<file path="src/rtl/sspq_pkg.sv">
// ----------------------------------------------------------------------------
// sspq_pkg: shared types and constants of the stable sorted priority queue
// Holds the sizing constants, the status codes and the word layouts
// used by the channels, the cells and the checker.
// ----------------------------------------------------------------------------
package sspq_pkg;

   // Number of entries held by the cell chain.
   localparam int DEPTH        = 16;
   // Width of the stored handle; the handle word on the channel is 16 bits.
   localparam int HANDLE_WIDTH = 16;

   localparam int KEY_W       = 32;
   localparam int PAYLOAD_W   = 16;
   localparam int COUNT_OUT_W = 5;
   localparam int HANDLE_KEEP_W = (HANDLE_WIDTH < PAYLOAD_W) ? HANDLE_WIDTH : PAYLOAD_W;
   localparam int COUNT_W     = $clog2(DEPTH + 1);

   typedef enum logic [1:0] {
      STATUS_OK    = 2'd0,
      STATUS_FULL  = 2'd1,
      STATUS_EMPTY = 2'd2
   } status_type;

   typedef enum logic {
      OP_ENQUEUE = 1'b0,
      OP_DEQUEUE = 1'b1
   } op_type;

   // Request word.
   typedef struct packed {
      op_type                    op;
      logic signed [KEY_W-1:0]   key;
      logic [PAYLOAD_W-1:0]      payload;
   } req_word_type;

   // Response word.
   typedef struct packed {
      logic                      out_valid;
      logic signed [KEY_W-1:0]   out_key;
      logic [PAYLOAD_W-1:0]      out_payload;
      status_type                status;
      logic                      empty_res;
      logic [COUNT_OUT_W-1:0]    count;
   } rsp_word_type;

   // One stored entry.
   typedef struct packed {
      logic signed [KEY_W-1:0]   key;
      logic [HANDLE_KEEP_W-1:0]  handle;
   } entry_type;

   // Command broadcast to every cell of the chain.
   typedef struct packed {
      logic      enq;
      logic      deq;
      entry_type item;
   } cell_cmd_type;

endpackage

</file>
<file path="src/rtl/sspq_req_if.sv">
// ----------------------------------------------------------------------------
// sspq_req_if: request channel
// Valid/ready channel that carries one request word per handshake.
// ----------------------------------------------------------------------------
interface sspq_req_if;
   import sspq_pkg::*;

   logic         valid;
   logic         ready;
   req_word_type data;

   modport source (output valid, output data, input ready);
   modport sink   (input valid, input data, output ready);

endinterface

</file>
<file path="src/rtl/sspq_rsp_if.sv">
// ----------------------------------------------------------------------------
// sspq_rsp_if: response channel
// Valid/ready channel that carries one response word per handshake.
// ----------------------------------------------------------------------------
interface sspq_rsp_if;
   import sspq_pkg::*;

   logic         valid;
   logic         ready;
   rsp_word_type data;

   modport source (output valid, output data, input ready);
   modport sink   (input valid, input data, output ready);

endinterface

</file>
<file path="src/rtl/sspq_cell.sv">
// ----------------------------------------------------------------------------
// sspq_cell: one slot of the sorted chain
// Holds one entry, compares it with the incoming key and takes either its
// own value, the new entry, or a neighbor's entry.
// ----------------------------------------------------------------------------
module sspq_cell
   import sspq_pkg::*;
(
   input  logic         clock,
   input  cell_cmd_type cmd,
   input  logic         occupied,
   input  logic         at_tail,
   input  logic         left_gt,
   input  entry_type    left_entry,
   input  entry_type    right_entry,
   output logic         gt,
   output entry_type    entry
);

   entry_type entry_ff;
   entry_type entry_in;

   // Strictly greater keys move back, so equal keys keep arrival order.
   assign gt    = occupied && (entry_ff.key > cmd.item.key);
   assign entry = entry_ff;

   always_comb begin
      entry_in = entry_ff;
      if (cmd.enq) begin
         if (left_gt) begin
            entry_in = left_entry;
         end else if (gt || at_tail) begin
            entry_in = cmd.item;
         end
      end else if (cmd.deq) begin
         entry_in = right_entry;
      end
   end

   always_ff @(posedge clock) begin
      entry_ff <= entry_in;
   end

endmodule

</file>
<file path="src/rtl/stable_sorted_priority_queue.sv">
// ----------------------------------------------------------------------------
// stable_sorted_priority_queue: sorted-list priority queue on a cell chain
// The queue keeps up to DEPTH entries in a row of cells ordered by ascending
// signed key, the front cell holding the smallest. An enqueue word carries a
// key and a handle; every cell compares its key with the new one in the same
// cycle, cells with a strictly greater key step one place back and the new
// entry drops into the gap, so entries with equal keys leave in the order
// they arrived. A dequeue word returns the front entry and every cell takes
// its right neighbor's entry. Each request produces exactly one response
// word, which carries the dequeued entry (or zeros), a status (ok, enqueue
// dropped because full, dequeue on empty), the empty flag and the entry
// count after the step. The response word is registered in the cycle after
// the request is accepted, and one request can be accepted every cycle as
// long as the response side keeps taking words. The cycle is set by the
// parallel key compare across all cells plus the selection of each cell's
// next entry. No clearing pass is needed after reset; the entry count alone
// decides which cells hold data.
// ----------------------------------------------------------------------------
module stable_sorted_priority_queue
   import sspq_pkg::*;
(
   input  logic      clock,
   input  logic      reset,
   sspq_req_if.sink  req_chan,
   sspq_rsp_if.source rsp_chan
);

   // Fill count: cells below it hold valid entries.
   logic [COUNT_W-1:0] count_ff;
   logic [COUNT_W-1:0] count_in;

   // Response register; it frees up as soon as the sink takes the word.
   logic         rsp_valid_ff;
   logic         rsp_valid_in;
   rsp_word_type rsp_data_ff;
   rsp_word_type rsp_data_in;

   logic         accept;
   logic         is_full;
   logic         is_empty;
   cell_cmd_type cmd;

   entry_type cell_entry [DEPTH];
   logic      cell_gt    [DEPTH];

   assign req_chan.ready = !rsp_valid_ff || rsp_chan.ready;
   assign accept         = req_chan.valid && req_chan.ready;

   assign is_full  = (count_ff == COUNT_W'(DEPTH));
   assign is_empty = (count_ff == '0);

   // Command for the chain; a full enqueue or an empty dequeue leaves all
   // cells untouched.
   always_comb begin
      cmd.enq         = accept && (req_chan.data.op == OP_ENQUEUE) && !is_full;
      cmd.deq         = accept && (req_chan.data.op == OP_DEQUEUE) && !is_empty;
      cmd.item.key    = req_chan.data.key;
      cmd.item.handle = req_chan.data.payload[HANDLE_KEEP_W-1:0];
   end

   // The chain of cells. Each cell sees its left neighbor's compare result
   // and entry for the shift on enqueue, and its right neighbor's entry for
   // the shift on dequeue.
   for (genvar i = 0; i < DEPTH; i++) begin : g_cell
      logic      left_gt;
      entry_type left_entry;
      entry_type right_entry;

      if (i == 0) begin : g_head
         assign left_gt    = 1'b0;
         assign left_entry = cmd.item;
      end else begin : g_body
         assign left_gt    = cell_gt[i-1];
         assign left_entry = cell_entry[i-1];
      end

      if (i == DEPTH - 1) begin : g_tail
         assign right_entry = cell_entry[i];
      end else begin : g_inner
         assign right_entry = cell_entry[i+1];
      end

      sspq_cell u_cell (
         .clock       (clock),
         .cmd         (cmd),
         .occupied    (COUNT_W'(i) < count_ff),
         .at_tail     (COUNT_W'(i) == count_ff),
         .left_gt     (left_gt),
         .left_entry  (left_entry),
         .right_entry (right_entry),
         .gt          (cell_gt[i]),
         .entry       (cell_entry[i])
      );
   end

   // Next count and the response word of the accepted request.
   always_comb begin
      count_in     = count_ff;
      rsp_valid_in = rsp_valid_ff && !rsp_chan.ready;
      rsp_data_in  = rsp_data_ff;

      if (cmd.enq) begin
         count_in = count_ff + COUNT_W'(1);
      end else if (cmd.deq) begin
         count_in = count_ff - COUNT_W'(1);
      end

      if (accept) begin
         rsp_valid_in          = 1'b1;
         rsp_data_in.out_valid = cmd.deq;
         rsp_data_in.out_key   = cmd.deq ? cell_entry[0].key : '0;
         rsp_data_in.out_payload = cmd.deq ? PAYLOAD_W'(cell_entry[0].handle) : '0;
         if ((req_chan.data.op == OP_ENQUEUE) && is_full) begin
            rsp_data_in.status = STATUS_FULL;
         end else if ((req_chan.data.op == OP_DEQUEUE) && is_empty) begin
            rsp_data_in.status = STATUS_EMPTY;
         end else begin
            rsp_data_in.status = STATUS_OK;
         end
         rsp_data_in.empty_res = (count_in == '0);
         rsp_data_in.count     = COUNT_OUT_W'(count_in);
      end
   end

   always_ff @(posedge clock) begin
      if (reset) begin
         count_ff     <= '0;
         rsp_valid_ff <= 1'b0;
      end else begin
         count_ff     <= count_in;
         rsp_valid_ff <= rsp_valid_in;
      end
      rsp_data_ff <= rsp_data_in;
   end

   assign rsp_chan.valid = rsp_valid_ff;
   assign rsp_chan.data  = rsp_data_ff;

endmodule

</file>
<file path="src/flat_wrapper.sv">
// flat-port wrapper written by rule: the top's interface ports become plain ports
module stable_sorted_priority_queue_flat import sspq_pkg::*;
  (clock, reset, req_chan_valid, req_chan_data, req_chan_ready, rsp_chan_valid, rsp_chan_data, rsp_chan_ready);
  sspq_req_if req_chan_i ();
  sspq_rsp_if rsp_chan_i ();
  input  logic clock;
  input  logic reset;
  input wire logic [$bits(req_chan_i.valid)-1:0] req_chan_valid;
  input wire logic [$bits(req_chan_i.data)-1:0] req_chan_data;
  output wire logic [$bits(req_chan_i.ready)-1:0] req_chan_ready;
  output wire logic [$bits(rsp_chan_i.valid)-1:0] rsp_chan_valid;
  output wire logic [$bits(rsp_chan_i.data)-1:0] rsp_chan_data;
  input wire logic [$bits(rsp_chan_i.ready)-1:0] rsp_chan_ready;
  assign req_chan_i.valid = req_chan_valid;
  assign req_chan_i.data = req_chan_data;
  assign req_chan_ready = req_chan_i.ready;
  assign rsp_chan_valid = rsp_chan_i.valid;
  assign rsp_chan_data = rsp_chan_i.data;
  assign rsp_chan_i.ready = rsp_chan_ready;
  stable_sorted_priority_queue u_core (.clock(clock), .reset(reset), .req_chan(req_chan_i), .rsp_chan(rsp_chan_i));
endmodule
</file>
<file path="config.mk">
export PLATFORM = sky130hd
export DESIGN_NAME = stable_sorted_priority_queue_flat
export DESIGN_NICKNAME = d
export VERILOG_FILES = /design/src/rtl/sspq_pkg.sv /design/src/rtl/sspq_req_if.sv /design/src/rtl/sspq_rsp_if.sv /design/src/rtl/sspq_cell.sv /design/src/rtl/stable_sorted_priority_queue.sv /design/src/flat_wrapper.sv
export SDC_FILE = /design/constraint.sdc
export NUM_CORES = 2
export LEC_CHECK = 0
export BUFFER_PORTS_ARGS = -buffer_cell sky130_fd_sc_hd__buf_2
export CAP_MARGIN = 10
export CORE_ASPECT_RATIO = 1.4
export CORE_MARGIN = 4
export CORE_UTILIZATION = 45
export CTS_BUF_LIST = sky130_fd_sc_hd__clkbuf_4 sky130_fd_sc_hd__clkbuf_8
export DETAILED_ROUTE_END_ITERATION = 10
export PLACE_DENSITY = 0.65
export SKIP_CTS_REPAIR_TIMING = 1
export SYNTH_ARGS = -nofsm -noshare
export SYNTH_HDL_FRONTEND = slang
export SYNTH_SLANG_ARGS = --single-unit
</file>
<file path="constraint.sdc">
create_clock -name clock -period 8.58 [get_ports clock]
set_input_delay 1.716 -clock clock [delete_from_list [all_inputs] [get_ports clock]]
set_output_delay 1.716 -clock clock [all_outputs]
set_load 0.01 [all_outputs]
</file>
==> flow_summary_export.csv <==
group,metric,value,unit
status,status,"finished clean",
worst_setup_path,crit_start,"req_chan_data[46]",
final_layout,layout.nets,5079,
power_and_ir_drop,ir_drop,161,uV
worst_setup_path,required,9150,ps
worst_setup_path,critPathKind,"primary input to register",
place,io_buffers,111,
die,die_y,406,um
final_layout,area_growth,9.72,%
sta,rsz0062_at_grt,"no",
flow_run,cap_viol_max_count,0,
power_and_ir_drop,pwr-share-comb,0.266,
clock_network,clk_path_buf_depth,3,
synth,netlist_area,50900,um^2
sta,finalSetupViolCount,0,
power_and_ir_drop,power,13.2,mW
synth,synth.distinct_cells,61,
clock_network,htree_levels,4,
final_layout,nFillCells,9929,
sta,min_period,6190,ps
routing,dr.pass1.iters,9,
clock_network,tritoncts,"built",
worst_setup_path,cp_max_fo,32,
die,io_pins,112,
clock_network,cts_root_buf,"clkbuf_8",
grt,grt_max_degree,192,
synth,synth-async-reset-ratio,0,
sta,fin_worst_skew,49.3,ps
power_and_ir_drop,p_seq_frac,0.454,
place,place_hpwl,123,mm
power_and_ir_drop,power.density,237,nW/um^2
power_and_ir_drop,p_int,8.49,mW
worst_setup_path,rr_startpoint,"u_core.count_ff[1]",
worst_setup_path,end_kind,"register",
power_and_ir_drop,switching_share,0.358,
routing,drt_iter0_markers,5223,
synth,synth_warnings,0,
final_layout,final_core_util,0.499,
sta,max-slew-margin-rel,0.223,
sta,final_max_slew_viol_count,0,
synth,seq_area_frac_synth,0.489,
worst_setup_path,critPathCapture,"u_core.g_cell[3].u_cell.entry[5]",
die,die_w,292,um
clock_network,cts_inserted_buffers,145,
synth,avgSynthCellArea,11.3,um^2
grt,antenna_found_initial,12,
place,dp.cells,5832,
grt,gr-usage-all-layers,0.298,
worst_setup_path,r2r_end,"u_core.g_cell[4].u_cell.entry[12]",
routing,route.detailed.drc,0,
power_and_ir_drop,p_switching,4.72,mW
synth,synthFlopType,"edfxtp_1",
worst_setup_path,start_kind,"primary input",
routing,ant_nets,0,
sta,timing.final.crit_share,0.721,
sta,report.final.hold_viol_count,0,
clock_network,clock-sinks,831,
grt,grt_pass1_wl,265,mm
synth,netlist_instances,4496,
power_and_ir_drop,power_frac_clock,0.280,
routing,num_vias,41800,
routing,wirelength,184,mm
routing,viasPerCell,6.86,
clock_network,worstSkewPairLatency,900,ps
worst_setup_path,reg2reg_slack,3570,ps
power_and_ir_drop,power_leakage,22.5,nW
sta,setup_tns,0,ps
worst_setup_path,reg2reg_depth,8,
worst_setup_path,arrival,6750,ps
die,core_area,112000,um^2
grt,globalRouteOverflowTotal,0,
final_layout,instances_no_fill,6096,
final_layout,drive_above_1_share,0.114,
die,rows,145,
synth,synth_edf_count,825,
die,dieArea,119000,um^2
min_path,holdCritPathClass,"register to register",
sta,fmax,0.162,GHz
place,gp_congestion,0.963,
synth,synth_nets,5066,
die,start_util,0.454,
sta,tightest_slew,1170,ps
clock_network,clkTransAtPathRegs,60,ps
synth,ys_seq_elements,831,
routing,wl_per_cell,30.1,um
grt,grt_pass1_vias,39600,
[synth_stat cells, drive strengths merged (16+ instances only)]
cell    instances  area [um^2]
inv            77          289
o211ai         67          503
a21o           23          173
clkbuf        264          991
nor2           68          255
edfxtp        825        24800
nor3           90          450
nand4         151          945
nand2         462         1730
a22oi          53          398
and3          241         1510
and2          147          920
mux2i         145         1450
ha            517         6470
nand3          60          300
a221o         448         4480
nor4           27          169
buf            82          408
o21ai         268         1350
nor3b          38          285
nor2b          16          100
a21oi         245         1230
mux2           47          529
[power by group through the flow]
stage                     Sequential [mW]  Combinational (mW)  Clock (mW)
final                                5.99                3.52        3.70
after global routing                 6.01                3.77        3.92
after CTS                            5.96                3.43        3.74
after detailed placement             6.03                3.43           0
after global placement               6.04                3.33           0
after floorplan                      5.80                2.22           0
[flip-flops by register name, summed over array words and instances, names as in the netlist]
register and count:
u_core.rsp_chan.valid 1, u_core.rsp_chan.data 57, u_core.g_cell.u_cell.entry 768, u_core.count_ff 5
[worst min-delay path by stage]
| stage | start | end | slack, ps | cells after the start |
|---|---|---|---|---|
| 2_1_floorplan | u_core.g_cell[12].u_cell.entry[0] | u_core.g_cell[11].u_cell.entry[0] | 510 | 2 |
| 3_3_place_gp | u_core.rsp_chan.valid | u_core.rsp_chan.valid | 500 | 2 |
| 3_5_place_dp | u_core.rsp_chan.valid | u_core.rsp_chan.valid | 520 | 2 |
| 4_1_cts | u_core.rsp_chan.valid | u_core.rsp_chan.valid | 530 | 2 |
| 5_1_grt | u_core.rsp_chan.valid | u_core.rsp_chan.valid | 560 | 2 |
| 6_report | u_core.rsp_chan.valid | u_core.rsp_chan.valid | 520 | 2 |
[placed cells by master, fill, tap and decap left out, types with 6 or more instances in the layout]
master and instances:
a2111oi_0 6, a211oi_1 11, a21o_1 23, a21oi_1 244, a221o_1 448, a221oi_1 6
a22oi_1 53, a31oi_1 8, and2_1 144, and3_1 241, buf_2 111, buf_4 96
clkbuf_4 36, clkbuf_8 147, clkinv_1 41, clkinv_2 14, dfxtp_1 6, diode_2 9
edfxtp_1 825, ha_1 517, inv_1 75, inv_8 6, mux2_2 47, mux2i_1 145
nand2_1 461, nand2b_1 6, nand3_1 60, nand4_1 151, nor2_1 56, nor2_4 12
nor2b_1 16, nor3_1 86, nor3b_1 38, nor4_1 27, o211ai_1 67, o21a_1 15
o21ai_0 258, o21ai_4 9, o31a_1 6
[cell type report]
class	count	area, um^2	area share
clock inverters	72	487	0.00872
clock buffers	183	2290	0.0411
multi-input cells	3242	24600	0.441
flip-flops and latches	831	24900	0.446
inverters	77	289	0.00518
well taps	1470	1840	0.0330
repair buffers	212	1380	0.0247
diodes	9	22.5	0.000403
[through the flow]
stage / setup slack [ps] / area, um^2 / hold slack (ps)
after floorplan: 874 / 50900 / 513
after global placement: 1720 / 53000 / 504
after detailed placement: 1700 / 53000 / 517
after CTS: 2640 / 55800 / 527
after global routing: 2340 / 55800 / 563
final: 2390 / 55800 / 523
[worst max-delay path: stages]
cell,delay (ps)
buf_2,280
inv_1,450
ha_1,500
nand4_1,210
nor4_1,830
a31oi_4,670
buf_4,480
nand3_1,130
o21a_1,110
a21oi_1,50
or3_2,850
buf_4,420
[cells by family after synthesis]
family / share of synthesized area
buf+inv: 0.0332
simple gates: 0.135
xor+xnor: 0.00103
fa+ha+maj: 0.127
mux: 0.0389
flops: 0.489
compound gates: 0.176
[routing by layer]
metal,global-route usage,wire length (um),vias to the layer above
met4,0.151,9990,6
met2,0.466,83500,2654
met3,0.0574,18000,504
li1,-,-,18000
met1,0.396,72100,20700
met5,0,42,-
(Power assumes the default switching activity.)
